<file path="config.mk">
export PLATFORM = sky130hd
export DESIGN_NAME = mrc_stage
export DESIGN_NICKNAME = d
export VERILOG_FILES = /design/src/rtl/mrc_pkg.sv /design/src/rtl/mrc_stage.sv
export SDC_FILE = /design/constraint.sdc
export NUM_CORES = 1
export LEC_CHECK = 0
export ABC_AREA = 1
export ABC_CLOCK_PERIOD_IN_PS = 40300
export BUFFER_PORTS_ARGS = -buffer_cell sky130_fd_sc_hd__buf_4
export CORE_AREA = 5 5 293 295
export DETAILED_ROUTE_END_ITERATION = 6
export DIE_AREA = 0 0 298 300
export PLACE_DENSITY = 0.45
export SLEW_MARGIN = 5
export SYNTH_ARGS = -nofsm -noshare
export SYNTH_HDL_FRONTEND = slang
export SYNTH_SLANG_ARGS = --single-unit
</file>
<file path="constraint.sdc">
create_clock -name clock -period 40.3 [get_ports clock]
set_clock_uncertainty 0.05 [all_clocks]
set_input_delay 8.06 -clock clock [delete_from_list [all_inputs] [get_ports clock]]
set_output_delay 8.06 -clock clock [all_outputs]
set_load 0.1 [all_outputs]
</file>
<file path="src/rtl/mrc_pkg.sv">
// ---------------------------------------------------------------------------
// Mixed-radix code pack/unpack: shared package
// Widths, pipeline geometry and the types passed between the stages.
// ---------------------------------------------------------------------------
package mrc_pkg;

   localparam int DIGITS        = 7;
   localparam int LEVEL_MAX     = 6;
   localparam int NUM_W         = 56;
   localparam int DIGIT_W       = 8;
   localparam int BITS_PER_STEP = 8;
   localparam int STEPS         = NUM_W / BITS_PER_STEP;
   localparam int STAGES        = DIGITS * STEPS;

   localparam logic [2:0] CSR_ALPHABET  = 3'd0;
   localparam logic [2:0] CSR_TOP_LEVEL = 3'd1;

   typedef struct packed {
      logic [DIGIT_W-1:0]                alphabet;
      logic [2:0]                        top_level;
      logic [DIGITS-1:0][DIGIT_W-1:0]    limit;   // entry 0 is always zero
   } cfg_type;

   typedef struct packed {
      logic                              valid;
      logic                              mode;
      logic [2:0]                        len;
      logic                              err;
      logic [2:0]                        rlen;
      logic [NUM_W-1:0]                  acc;
      logic [NUM_W-1:0]                  quo;
      logic [DIGIT_W:0]                  rem;
      logic [DIGITS-1:0][DIGIT_W-1:0]    digit;
   } pipe_type;

endpackage

</file>
<file path="src/rtl/mrc_stage.sv">
// ---------------------------------------------------------------------------
// Mixed-radix code pack/unpack: pipeline stage
// One register stage. Unpacking divides by the level radix, eight quotient
// bits per stage; packing does one multiply-accumulate in the first step.
// ---------------------------------------------------------------------------
module mrc_stage #(
   parameter int LEVEL_COUNT = mrc_pkg::LEVEL_MAX,
   parameter int UNIT        = 0,
   parameter int STEP        = 0
) (
   input  logic              clock,
   input  logic              reset,
   input  logic              advance,
   input  mrc_pkg::cfg_type  cfg,
   input  mrc_pkg::pipe_type pipe_in,
   output mrc_pkg::pipe_type pipe_out
);

   localparam int UNPACK_LEVEL = UNIT;
   localparam int PACK_LEVEL   = mrc_pkg::DIGITS - 1 - UNIT;
   localparam int TOP_BIT      = mrc_pkg::NUM_W - 1 - mrc_pkg::BITS_PER_STEP * STEP;

   mrc_pkg::pipe_type pipe_in_d;
   mrc_pkg::pipe_type pipe_ff;

   // Radix and in-use flag of a level; levels above LEVEL_COUNT have radix zero and are not in use.
   function automatic logic [mrc_pkg::DIGIT_W:0] radix_of(input mrc_pkg::cfg_type c,
                                                          input int lvl);
      logic [mrc_pkg::DIGIT_W:0] r;
      begin
         if (lvl == 0) begin
            r = {1'b0, c.alphabet};
         end else if (lvl <= LEVEL_COUNT) begin
            r = {1'b0, c.limit[lvl]} + 1'b1;
         end else begin
            r = '0;
         end
         return r;
      end
   endfunction

   function automatic logic limit_set(input mrc_pkg::cfg_type c, input int lvl);
      logic s;
      begin
         if (lvl == 0) begin
            s = (c.alphabet != '0);
         end else if (lvl <= LEVEL_COUNT) begin
            s = (c.limit[lvl] != '0);
         end else begin
            s = 1'b0;
         end
         return s;
      end
   endfunction

   logic [mrc_pkg::DIGIT_W:0]   div_radix;
   logic [mrc_pkg::DIGIT_W:0]   pack_radix;
   logic [mrc_pkg::DIGIT_W:0]   rem_w;
   logic [mrc_pkg::DIGIT_W:0]   rem;
   logic [mrc_pkg::NUM_W-1:0]   quo;
   logic [mrc_pkg::DIGIT_W-1:0] pdig;
   logic                        pack_ok;
   logic [mrc_pkg::NUM_W+mrc_pkg::DIGIT_W:0] product;

   always_comb begin
      pipe_in_d  = pipe_in;
      div_radix  = radix_of(cfg, UNPACK_LEVEL);
      pack_radix = radix_of(cfg, PACK_LEVEL);
      pdig       = pipe_in.digit[PACK_LEVEL];
      rem        = (STEP == 0) ? '0 : pipe_in.rem;
      quo        = pipe_in.quo;
      rem_w      = '0;
      pack_ok    = limit_set(cfg, PACK_LEVEL) &&
                   ({1'b0, pdig} < pack_radix);
      product    = pipe_in.acc * pack_radix;
      if (pipe_in.mode) begin
         for (int b = 0; b < mrc_pkg::BITS_PER_STEP; b++) begin
            rem_w = {rem[mrc_pkg::DIGIT_W-1:0], pipe_in.acc[TOP_BIT-b]};
            if (rem_w >= div_radix) begin
               rem              = rem_w - div_radix;
               quo[TOP_BIT-b]   = 1'b1;
            end else begin
               rem              = rem_w;
               quo[TOP_BIT-b]   = 1'b0;
            end
         end
         pipe_in_d.rem = rem;
         pipe_in_d.quo = quo;
         if (STEP == mrc_pkg::STEPS - 1 && limit_set(cfg, UNPACK_LEVEL) &&
             (3'(UNPACK_LEVEL) <= cfg.top_level)) begin
            pipe_in_d.digit[UNPACK_LEVEL] = rem[mrc_pkg::DIGIT_W-1:0];
            pipe_in_d.acc                 = quo;
            if (UNPACK_LEVEL > 0 && rem != '0) begin
               pipe_in_d.rlen = 3'(UNPACK_LEVEL + 1);
            end
         end
      end else if (STEP == 0 && (3'(PACK_LEVEL) < pipe_in.len) && !pipe_in.err) begin
         if (pack_ok) begin
            pipe_in_d.acc = product[mrc_pkg::NUM_W-1:0] +
                            {{(mrc_pkg::NUM_W-mrc_pkg::DIGIT_W){1'b0}}, pdig};
         end else begin
            pipe_in_d.err = 1'b1;
         end
      end
   end

   always_ff @(posedge clock) begin
      if (reset) begin
         pipe_ff.valid <= 1'b0;
      end else if (advance) begin
         pipe_ff.valid <= pipe_in_d.valid;
      end
   end

   always_ff @(posedge clock) begin
      if (advance) begin
         pipe_ff.mode  <= pipe_in_d.mode;
         pipe_ff.len   <= pipe_in_d.len;
         pipe_ff.err   <= pipe_in_d.err;
         pipe_ff.rlen  <= pipe_in_d.rlen;
         pipe_ff.acc   <= pipe_in_d.acc;
         pipe_ff.quo   <= pipe_in_d.quo;
         pipe_ff.rem   <= pipe_in_d.rem;
         pipe_ff.digit <= pipe_in_d.digit;
      end
   end

   assign pipe_out = pipe_ff;

endmodule

</file>
==> Word level (Yosys, flattened, before mapping) <==
Index checks and enable logic that the tools add are counted.
{ "op_classes": {"mul": 1, "n_reduce_logical": 4, "magnitude_cmp": 10, "add_sub_neg": 10, "muxes": 30} }
{ "ops": {"columns": ["operator", "n"], "rows": [
  ["56-bit two-way mux", 3],
  ["8-bit two-way mux", 14],
  ["65-bit two-way mux", 1],
  ["9-bit by 8-bit greater-or-equal comparator with 1-bit output", 7],
  ["56-bit by 8-bit adder with 56-bit output", 1],
  ["56-bit by 9-bit multiplier with 56-bit output", 1],
  ["8-bit subtractor", 6],
  ["1-bit two-way mux", 11],
  ["8-bit by 1-bit adder with 9-bit output (second input constant)", 1],
  ["8-bit by 9-bit < comparator with 1-bit output", 1],
  ["9-bit two-way mux", 1],
  ["9-bit by 8-bit subtractor with 9-bit output", 1],
  ["1-bit by 8-bit greater-or-equal comparator with 1-bit output", 1],
  ["8-bit nonzero test", 1],
  ["1-bit by 8-bit subtractor with 8-bit output", 1],
  ["3-bit < comparator (first input constant)", 1],
  ["1-bit logical AND", 2],
  ["1-bit logical NOT", 1]
]} }
{ "word_totals": {"elab_cells": 70, "regBits": 186, "out_inout_bits": 186} }

==> Depth between registers and ports, before layout <==
Gate-level depths: netlist (run 1).
{ "logic_depth": {"depth_word": 24, "mapped_depth": 95} }

==> Worst setup path after synthesis (run 1) <==
No wires, ideal clock.
{ "synth_timing": {"path_kind": "input to register", "startpoint": "input cfg[60] (netlist bit)", "endpoint": "register pipe_ff, in the netlist pipe_out[60], data pin", "arrival_time_ps": 19659, "n_path_buf": 2, "path_slack_ps": 20335, "stages": 87, "cell_sequence": "inv_1 ha_1 nand2_2 nand2_1 nand2_1 nand2_1 o21a_1 inv_1 ha_1 nand3_1 nand2_2 nand2_1 nand2_2 nand2_4 nand2_4 inv_4 or2_2 o21ai_0 [... 51 more ...] a21oi_1 o21bai_1 a211oi_4 nand3_4 nand2_1 nand2_1 inv_1 ha_1 a21oi_1 nand2_1 a21oi_1 o21bai_1 a21oi_1 o21bai_1 a21oi_1 nand3_4 a21boi_1 nand2_1"} }
{ "synth_rtl": {"columns": ["element", "line_no", "text"], "rows": [
  ["from (decl)", "mrc_stage.sv:14", "input mrc_pkg::cfg_type cfg,"],
  ["to (decl)", "mrc_stage.sv:24", "mrc_pkg::pipe_type pipe_ff;"]
]} }

==> reports/qor.csv, run 1 <==
stage;metric;value;unit
run_status;status;complete, no violations;
synthesis;mux contribution to synthesized area;0.04066;%
sta;min cycle time layout;22.50;ns
cells_and_area;fin util;35.33;%
min_path;worst hold stages;2;
grt;GR Overflow Total;0;
detailed_routing;Via density;4.560;
clock_network;H-Tree Depth;4;
synthesis;Post-Synth Adder-Cell Area;38.51;%
detailed_routing;initial DRC count;855;
sta;slew margin rel.;26.49;%
clock_network;total CTS buffers;17;
clock_network;Root Driver;clkbuf_16;
clock_network;clk_lat worst skew;0.50;ns
placed_design;DP Wirelength;63100;um
synthesis;post-synthesis xor/xnor area fraction;3.237;%
grt;vias in the first global route;20450;
clock_network;CTS Buffer Depth;2;
run;Max Cap Violations;0;
die;core area;82890;um2
cells_and_area;Seq. cell area;5575;um2
die;row count;106;
synthesis;Syn. warnings;0;
sta;Hold Vio Cnt, Final;0;
detailed_routing;WL final;78060;um
clock_network;clock sinks;186;
sta;Final Hold Slack;0.4698;ns
synthesis;Post-synth EDFFs;185;
cells_and_area;share of layout cells above drive strength 1;15.36;%
worst_setup_path;Max Fanout on Critical Path;11;
cells_and_area;multi-input combinational cell area;16490;um2
synthesis;Compound-Gate Fraction of Synth Area;6.891;%
die;die footprint;89400;um2
detailed_routing;DRC Markers;0;
worst_setup_path;slowest stage delay, CP;0.57;ns
worst_setup_path;crit path buf inv count;8;
worst_setup_path;Startpoint Class;input port;
clock_network;PostCTS Resize Cnt;0;
sta;Final Cycle Share;55.82;%
worst_setup_path;Crit path max-delay family;compound AO/OA/AOI/OAI gates;
pwr;pwr/cell area;78.26;nW/um2
sta;Setup violations, final;0;
grt;first-pass GRT wire length;121100;um
placed_design;RePlAce Congestion;0.8427;
clock_network;clock-pin slew on the worst setup and hold paths;0.08;ns
synthesis;register area share after synthesis;22.65;%
detailed_routing;routed len/inst;18.14;um
clock_network;CTS tree;done;
cells_and_area;P&R area growth vs syn;18.97;%
synthesis;Seq cells post-synth;186;
pwr;post-layout power;2.292;mW
clock_network;Post CTS Setup Buffer Count;0;
die;Die Height;300;um
synthesis;post-synthesis simple-gate area fraction;18.19;%
synthesis;post-synthesis cell type count;55;
detailed_routing;via count;19630;
grt;GRT Resource Usage Total;17.41;%
sta;Max Freq;44.45;MHz
worst_setup_path;CP dominant cell by count;nand2_1;
sta;setup repair after global routing missed its margin;false;
worst_setup_path;WP depth;85;
grt;initial antenna violation count;8;
synthesis;Synth async-reset ratio;0;%
worst_setup_path;Worst EP required;40.52;ns
synthesis;ys flop type;edfxtp_1;
worst_setup_path;crit path capture type;flop;
synthesis;synthesized area;24620;um2
cells_and_area;most common cell after layout, fill and taps aside;nand2_1;
synthesis;Cells after Synth;2877;
worst_setup_path;Max stage delay cell, worst path;a21oi_1;
clock_network;cts hold-fix bufs;0;
min_path;Hold Path Class;flop to flop;
pwr;VDD IR-drop max;45.69;uV
cells_and_area;Nets;4009;
cells_and_area;Filler cells;8784;
die;Ports;442;
die;Die W;298;um
sta;worst slew pin tran;1.103;ns
synthesis;largest family of logic cells by synthesized area;adder cells;
grt;pin count of the biggest net entering global routing;79;
synthesis;Mean Syn Cell Area;8.557;um2
detailed_routing;DR pass1 iterations;5;
sta;Slew Limit Fails;0;
pwr;Static Leak;14.59;nW
sta;Setup Total Neg Slack;0;ns
cells_and_area;most frequent cells in the layout;638 x nand2_1, 579 x inv_1, 401 x buf_4;
placed_design;IO buf count;390;
worst_setup_path;Worst EP arrival;22.71;ns
cells_and_area;max FFs per register;186;
synthesis;Post-Syn Nets;3676;
worst_setup_path;Crit Path Class;input port to flop;
worst_setup_path;reg-to-reg slack, setup;39.66;ns
die;Initial Util;29.70;%
worst_setup_path;cells on worst reg2reg path;2;
detailed_routing;Post-DRT Antenna Nets;0;
## where the power goes
| part | internal (mW) | leakage [nW] | total [mW] | switching [mW] |
|---|---|---|---|---|
| clock network | 0.0860 | 0.299 | 0.187 | 0.101 |
| registers | 0.243 | 1.82 | 0.250 | 0.00627 |
| logic | 0.626 | 12.5 | 1.86 | 1.23 |
| total | 0.956 | 14.6 | 2.29 | 1.34 |
## Yosys cell counts, types with 19 or more instances
cell        n  area [um2]
nand3_1    69       345.3
a21oi_1   111       555.5
fa_1      358        7167
nand2_1   642        2410
o21ai_0   125       625.6
inv_1     579        2173
ha_1      185        2315
nand4_1    19       118.9
edfxtp_1  185        5555
clkbuf_1   57       214.0
xnor2_1    37       324.1
xor2_1     54       473.0
nor2_1    269        1010
## cell type report
class                   instances  share of cell area, %
flip-flops and latches        186                  19.04
multi-input cells            2013                  56.30
inverters                     590                  7.570
clock buffers                  17                  1.452
repair buffers                402                  10.33
diodes                          1               0.008544
clock inverters                15                 0.6920
well taps                    1080                  4.614
## path summary, 6_finish.rpt
path                               from                         end
max                             cfg[60]     pipe_out[113]$_DFFE_PP_
min          pipe_out[185]$_SDFFE_PP0P_  pipe_out[185]$_SDFFE_PP0P_
max reg2reg  pipe_out[185]$_SDFFE_PP0P_  pipe_out[185]$_SDFFE_PP0P_
min reg2reg  pipe_out[185]$_SDFFE_PP0P_  pipe_out[185]$_SDFFE_PP0P_
## tightest hold or removal path, cell delays in order, from the launching register on
cell and delay [ns]:
dfxtp_1 0.34, mux2i_1 0.07, nor2_1 0.08
## through the flow
stage          worst slack, ns  std cells  instance area, um2
3_3_place_gp             17.22       4271               28660
2_1_floorplan            20.33       2877               24620
6_report                 17.80       4304               29290
5_1_grt                  16.26       4304               29290
3_5_place_dp             17.36       4271               28660
4_1_cts                  17.86       4303               29290
## layer usage
metal	part of all wire, %	vias up	GRT usage (%)
met5	0.097	-	0
met4	1.4	12	3.952
met3	5.4	55	3.820
met2	47	436	29.12
met1	46	9579	23.24
li1	-	9545	-
## kinds of logic (layout without fill, tap and decap cells)
logic type      count (synthesis)  in the layout
simple gates                 1072           1072
buf+inv                       678           1024
fa+ha+maj                     543            543
compound gates                306            306
flops                         186            186
xor+xnor                       91             91
mux                             1              1
other cells                     0              1
No activity file was read; power rests on OpenSTA's default activity.
==> inputs of run 2 (changes only) <==
==> config.mk (replaced) <==
export PLATFORM = sky130hd
export DESIGN_NAME = mrc_stage
export DESIGN_NICKNAME = d
export VERILOG_FILES = /design/src/rtl/mrc_pkg.sv /design/src/rtl/mrc_stage.sv
export SDC_FILE = /design/constraint.sdc
export NUM_CORES = 1
export LEC_CHECK = 0
export ABC_AREA = 0
export ABC_CLOCK_PERIOD_IN_PS = 19400
export BUFFER_PORTS_ARGS = -buffer_cell sky130_fd_sc_hd__buf_4
export CORE_AREA = 5 5 291 293
export DETAILED_ROUTE_END_ITERATION = 6
export DIE_AREA = 0 0 296 298
export PLACE_DENSITY = 0.47
export SLEW_MARGIN = 5
export SYNTH_ARGS = -nofsm -noshare
export SYNTH_HDL_FRONTEND = slang
export SYNTH_SLANG_ARGS = --single-unit
==> constraint.sdc (replaced) <==
create_clock -name clock -period 19.4 [get_ports clock]
set_clock_uncertainty 0.05 [all_clocks]
set_input_delay 3.88 -clock clock [delete_from_list [all_inputs] [get_ports clock]]
set_output_delay 3.88 -clock clock [all_outputs]
set_load 0.1 [all_outputs]
==> run 2 against run 1 <==
  * Sequential share of layout area is 0.31 points lower
  * Die area is 1.3% lower
  * Non-clock buffer count is 121 higher
  * Total power is 98% higher
  * Flip-flop and latch count stayed put
  * Clock power is 110% higher
  * Critical path type unchanged
  * Register-to-register slack worse by 21 ns
  * Largest cell class unchanged
  * Hold slack worse by 0.0084 ns
  * Worst setup slack worse by 17 ns
==> reports/qor.csv, run 2 <==
stage;metric;value;unit
synthesis;largest cells by area after synthesis;fa_1 30%, edfxtp_1 23%, ha_1 9.6%;
detailed_routing;WL final;76440;um
detailed_routing;Post-DRT Antenna Nets;0;
synthesis;Seq cells post-synth;186;
synthesis;Post-synth EDFFs;185;
sta;Final Cycle Share;94.89;%
cells_and_area;max FFs per register;186;
pwr;VDD IR-drop max;99.35;uV
synthesis;post-synthesis cell type count;74;
worst_setup_path;Worst EP required;19.60;ns
synthesis;register area share after synthesis;23.04;%
die;Initial Util;29.66;%
clock_network;clock sinks;186;
pwr;Static Leak;14.03;nW
worst_setup_path;reg-to-reg slack, setup;18.76;ns
worst_setup_path;slowest stage delay, CP;0.38;ns
synthesis;Synth async-reset ratio;0;%
grt;GRT Resource Usage Total;17.15;%
detailed_routing;via count;19080;
sta;slew margin rel.;24.52;%
detailed_routing;routed len/inst;19.14;um
worst_setup_path;CP dominant cell by count;ha_1;
cells_and_area;Filler cells;8296;
min_path;hold wc startpoint;pipe_out[185]$_SDFFE_PP0P_;
placed_design;RePlAce Congestion;0.8554;
cells_and_area;most common cell after layout, fill and taps aside;buf_4;
worst_setup_path;crit path capture type;flop;
worst_setup_path;Max stage delay cell, worst path;o41ai_2;
clock_network;total CTS buffers;17;
run_status;status;complete, no violations;
clock_network;clk_lat worst skew;0.49;ns
synthesis;Cells after Synth;2483;
sta;Hold Vio Cnt, Final;0;
worst_setup_path;RR Startpoint;pipe_out[185]$_SDFFE_PP0P_;
detailed_routing;initial DRC count;776;
grt;vias in the first global route;20610;
sta;Final Hold Slack;0.4614;ns
worst_setup_path;Crit path max-delay family;compound AO/OA/AOI/OAI gates;
synthesis;synthesized area;24200;um2
die;Die W;296;um
min_path;worst hold stages;2;
die;Ports;442;
grt;GR Overflow Total;0;
cells_and_area;fin util;36.49;%
die;Die Height;298;um
clock_network;H-Tree Depth;4;
worst_setup_path;Startpoint Class;input port;
clock_network;cts hold-fix bufs;0;
synthesis;ys flop type;edfxtp_1;
cells_and_area;most frequent cells in the layout;522 x buf_4, 397 x nand2_1, 374 x inv_1;
clock_network;CTS tree;done;
sta;Setup violations, final;0;
pwr;pwr/cell area;152.2;nW/um2
die;core area;81580;um2
synthesis;Post-Syn Nets;3282;
sta;Slew Limit Fails;0;
worst_setup_path;crit path buf inv count;8;
clock_network;clock-pin slew on the worst setup and hold paths;0.08;ns
run;Max Cap Violations;0;
synthesis;Syn. warnings;0;
synthesis;count leader, synth;nand2_1;
worst_setup_path;cells on worst reg2reg path;2;
clock_network;CTS Buffer Depth;2;
synthesis;area share of the largest cell type after synthesis;29.62;%
detailed_routing;DRC Markers;0;
sta;worst slew pin tran;1.130;ns
cells_and_area;P&R area growth vs syn;23.04;%
cells_and_area;multi-input combinational cell area;16870;um2
sta;min cycle time layout;18.41;ns
clock_network;Root Driver;clkbuf_16;
detailed_routing;Via density;4.778;
placed_design;DP Wirelength;61470;um
min_path;Hold Path Class;flop to flop;
placed_design;IO buf count;390;
die;row count;105;
min_path;Min-Delay Endpoint;pipe_out[185]$_SDFFE_PP0P_;
synthesis;post-synth top area cell;fa_1;
worst_setup_path;Crit Path Class;input port to flop;
worst_setup_path;Max Fanout on Critical Path;14;
cells_and_area;Seq. cell area;5575;um2
cells_and_area;share of layout cells above drive strength 1;21.40;%
worst_setup_path;Worst EP arrival;18.61;ns
grt;initial antenna violation count;2;
worst_setup_path;reg2reg end;pipe_out[185]$_SDFFE_PP0P_;
synthesis;most frequent cells after synthesis;397 x nand2_1, 374 x inv_1, 358 x fa_1;
sta;Max Freq;54.32;MHz
detailed_routing;DR pass1 iterations;5;
grt;first-pass GRT wire length;117500;um
synthesis;Mean Syn Cell Area;9.746;um2
die;die footprint;88210;um2
pwr;post-layout power;4.531;mW
grt;pin count of the biggest net entering global routing;106;
cells_and_area;Nets;3707;
run 2: cell count changes in the layout (fill, tap and decap cells not counted), sizes merged, moves of 40 or more:
cell	change
nand3	-53
nor2	-191
a21o	+40
nor2b	+155
nand2	-259
buf	+121
inv	-211
run 2: what timing repair did:
| item | in CTS | in global routing |
|---|---|---|
| endpoints found under the setup margin | 0 | 10 |
| setup buffers | 0 | 2 |
| resized for setup | 0 | 13 |
run 2: cell type report:
cell class                      instances  share of cell area [%]
Sequential cell                       186                   18.73
Clock buffer                           17                   1.429
Antenna cell                            2                 0.01681
Clock inverter                         15                  0.7228
Inverter                              376                   4.740
Tap cell                             1070                   4.497
Timing Repair Buffer                  523                   13.21
Multi-Input combinational cell       1804                   56.66
run 2: power breakdown:
part	internal, mW	leakage [nW]	switching (mW)	total (mW)
clock network	0.182	0.311	0.213	0.395
logic	1.46	11.9	2.16	3.62
registers	0.501	1.82	0.0133	0.514
total	2.14	14.0	2.39	4.53
run 2: cell families after synthesis:
family,share of synthesized area (%)
AND/OR/NAND/NOR,14.75
adder cells (fa/ha/maj),39.18
buffers and inverters,7.720
AO/OA/AOI/OAI,9.478
flip-flops,23.04
XOR/XNOR,3.728
multiplexers,2.104
run 2: layer usage:
layer / GRT usage, % / up-vias / share of wire, %
met5: 0 / - / 0
met4: 4.778 / 0 / 2.5
met3: 2.466 / 105 / 4.2
met2: 30.70 / 481 / 50
met1: 21.57 / 9658 / 43
li1: - / 8835 / -
run 2: worst max path at each step:
stage / start / to / slack [ns] / cells past startpoint
after floorplan: pipe_in[176] / pipe_out[59]$_DFFE_PP_ / 0.43 / 76
after global placement: cfg[59] / pipe_out[56]$_DFFE_PP_ / 0.05 / 74
after detailed placement: cfg[59] / pipe_out[58]$_DFFE_PP_ / 0.06 / 72
after CTS: cfg[59] / pipe_out[58]$_DFFE_PP_ / 0.54 / 72
after global routing: cfg[59] / pipe_out[58]$_DFFE_PP_ / -0.01 / 76
final: cfg[59] / pipe_out[58]$_DFFE_PP_ / 0.99 / 72
run 2: per-stage QoR:
stage,cells,worst slack [ns],setup TNS [ns],cell area (um2)
after global routing,3993,-0.01429,-0.02944,29770
after CTS,3989,0.5442,0,29710
final,3993,0.9910,0,29770
after detailed placement,3957,0.06263,0,29070
after global placement,3957,0.05039,0,29070
after floorplan,2483,0.4281,0,24200
run 2: tightest hold or removal path, stage by stage, from the launching register on:
cell and delay, ns:
dfxtp_1 0.34, mux2i_1 0.07, nor2_1 0.07
==> inputs of run 3 (changes only) <==
--- a/config.mk
+++ b/config.mk
@@ -6,11 +6,11 @@
 export NUM_CORES = 1
 export LEC_CHECK = 0
 export ABC_AREA = 0
-export ABC_CLOCK_PERIOD_IN_PS = 19400
+export ABC_CLOCK_PERIOD_IN_PS = 15350
 export BUFFER_PORTS_ARGS = -buffer_cell sky130_fd_sc_hd__buf_4
-export CORE_AREA = 5 5 291 293
+export CORE_AREA = 2 2 288 290
 export DETAILED_ROUTE_END_ITERATION = 6
-export DIE_AREA = 0 0 296 298
+export DIE_AREA = 0 0 290 292
 export PLACE_DENSITY = 0.47
 export SLEW_MARGIN = 5
 export SYNTH_ARGS = -nofsm -noshare
==> constraint.sdc (replaced) <==
create_clock -name clock -period 15.35 [get_ports clock]
set_clock_uncertainty 0.05 [all_clocks]
set_input_delay 3.07 -clock clock [delete_from_list [all_inputs] [get_ports clock]]
set_output_delay 3.07 -clock clock [all_outputs]
set_load 0.1 [all_outputs]
==> run 3 against run 2 <==
  * The run now ends with setup timing left
  * First-iteration DRC count rose by 11%
  * Die area decreased by 4.0%
  * Cell area grew 5.1%
  * Hold slack improved by 0.014 ns
  * Worst setup slack worse by 1.8 ns
  * Clock-buffer cell count did not move
  * Routed wire length up 0.98%
==> reports/qor.csv, run 3 (synthesized netlist as in run 2, its figures left out) <==
stage;metric;value;unit
sta;Setup Total Neg Slack;-7.843;ns
clock_network;total CTS buffers;17;
detailed_routing;via count;19360;
sta;Max Freq;61.73;MHz
pwr;pwr/cell area;190.5;nW/um2
run;Max Cap Violations;0;
sta;setup ws final;-0.8497;ns
cells_and_area;Nets;3820;
run_status;status;complete, but fails checks;
sta;setup repair after global routing missed its margin;true;
cells_and_area;P&R area growth vs syn;29.36;%
detailed_routing;DRC Markers;0;
cells_and_area;share of layout cells above drive strength 1;26.93;%
run_status;violated checks;setup timing;
sta;Slew Limit Fails;0;
sta;min cycle time layout;16.20;ns
worst_setup_path;Max Fanout on Critical Path;6;
sta;Hold Vio Cnt, Final;0;
worst_setup_path;CP dominant cell by count;ha_4;
sta;worst slew pin tran;1.041;ns
clock_network;cts hold-fix bufs;0;
detailed_routing;routed len/inst;18.80;um
clock_network;Root Driver;clkbuf_16;
grt;pin count of the biggest net entering global routing;76;
detailed_routing;WL final;77190;um
die;Die Height;292;um
clock_network;CTS tree;done;
cells_and_area;most common cell after layout, fill and taps aside;buf_4;
clock_network;CTS Buffer Depth;2;
worst_setup_path;Worst EP required;15.55;ns
pwr;Static Leak;14.69;nW
grt;GR Overflow Total;0;
grt;first-pass GRT wire length;121200;um
clock_network;H-Tree Depth;4;
worst_setup_path;Startpoint Class;input port;
grt;initial antenna violation count;1;
clock_network;clk_lat worst skew;0.49;ns
cells_and_area;most frequent cells in the layout;626 x buf_4, 395 x nand2_1, 368 x inv_1;
placed_design;dpl ws;-2.266;ns
worst_setup_path;crit path capture type;flop;
grt;GRT Resource Usage Total;18.49;%
cells_and_area;Final Non-Filler Cells;4106;
placed_design;RePlAce Congestion;0.8828;
worst_setup_path;Crit Path Class;input port to flop;
grt;vias in the first global route;21040;
die;Initial Util;29.66;%
cells_and_area;fin util;38.37;%
placed_design;DP Wirelength;61460;um
cells_and_area;max FFs per register;186;
placed_design;IO buf count;390;
sta;Setup violations, final;10;
die;Die W;290;um
die;Ports;442;
sta;Final Cycle Share;105.5;%
worst_setup_path;Max stage delay cell, worst path;o41a_1;
min_path;Hold Path Class;flop to flop;
die;core area;81580;um2
die;die footprint;84680;um2
clock_network;clock-pin slew on the worst setup and hold paths;0.08;ns
placed_design;DP Cell Count;4038;
sta;slew margin rel.;30.49;%
die;row count;105;
worst_setup_path;Worst EP arrival;16.40;ns
detailed_routing;Via density;4.715;
pwr;VDD IR-drop max;114.7;uV
detailed_routing;Post-DRT Antenna Nets;0;
cells_and_area;Filler cells;8186;
pwr;post-layout power;5.963;mW
detailed_routing;DR pass1 iterations;5;
detailed_routing;initial DRC count;865;
worst_setup_path;slowest stage delay, CP;0.44;ns
clock_network;clock sinks;186;
==> run 3: critical path: cells and delay by family <==
kind,cells,cell delay (ns)
AOI/OAI and AO/OA,38,6.65
adders and majority gates,8,1.95
buffers and inverters,8,0.84
muxes,6,1.75
and+or+nand+nor,13,2.09
==> run 3: metrics by stage <==
stage               hold slack [ns]  instance area [um2]
floorplan                    0.9205                24460
CTS                          0.4764                31040
finish                       0.4755                31300
detailed placement           0.4618                29920
global route                 0.5204                31300
global placement             0.4325                29920
==> run 3: layer usage <==
| layer | vias to the layer above | GRT usage, % | part of all wire (%) |
|---|---|---|---|
| met5 | - | 0 | 0 |
| met4 | 0 | 6.009 | 2.9 |
| met3 | 94 | 2.230 | 3.3 |
| met2 | 441 | 31.91 | 49 |
| met1 | 9760 | 24.09 | 45 |
| li1 | 9066 | - | - |
==> run 3: worst paths after layout <==
check,end,slack (ns),cells past startpoint,start
max,pipe_out[58]$_DFFE_PP_,-0.85,73,pipe_in[176]
min,pipe_out[185]$_SDFFE_PP0P_,0.48,2,pipe_out[185]$_SDFFE_PP0P_
max reg2reg,pipe_out[185]$_SDFFE_PP0P_,14.70,2,pipe_out[185]$_SDFFE_PP0P_
min reg2reg,pipe_out[185]$_SDFFE_PP0P_,0.48,2,pipe_out[185]$_SDFFE_PP0P_
==> run 3: repair_timing <==
| action | CTS | global route |
|---|---|---|
| pin swaps | 57 | 46 |
| gates resized for setup | 55 | 36 |
| buffers inserted | 28 | 8 |
| cloned | 0 | 0 |
| setup endpoints to repair | 10 | 10 |
==> run 3: cell type report <==
class	count	area, um2	area share, %
antenna	2	5.005	0.01599
clock buffer	17	425.4	1.359
timing repair buffer	636	4823	15.41
tap	1070	1339	4.277
inverter	376	1424	4.549
multi-input combinational	1804	17490	55.88
sequential	186	5575	17.81
clock inverter	15	217.7	0.6955
==> run 3: report_power, final <==
group	internal, mW	switching (mW)	total, mW	leakage [nW]
clock network	0.229	0.272	0.502	0.308
registers	0.633	0.0192	0.652	1.82
logic	2.00	2.81	4.81	12.6
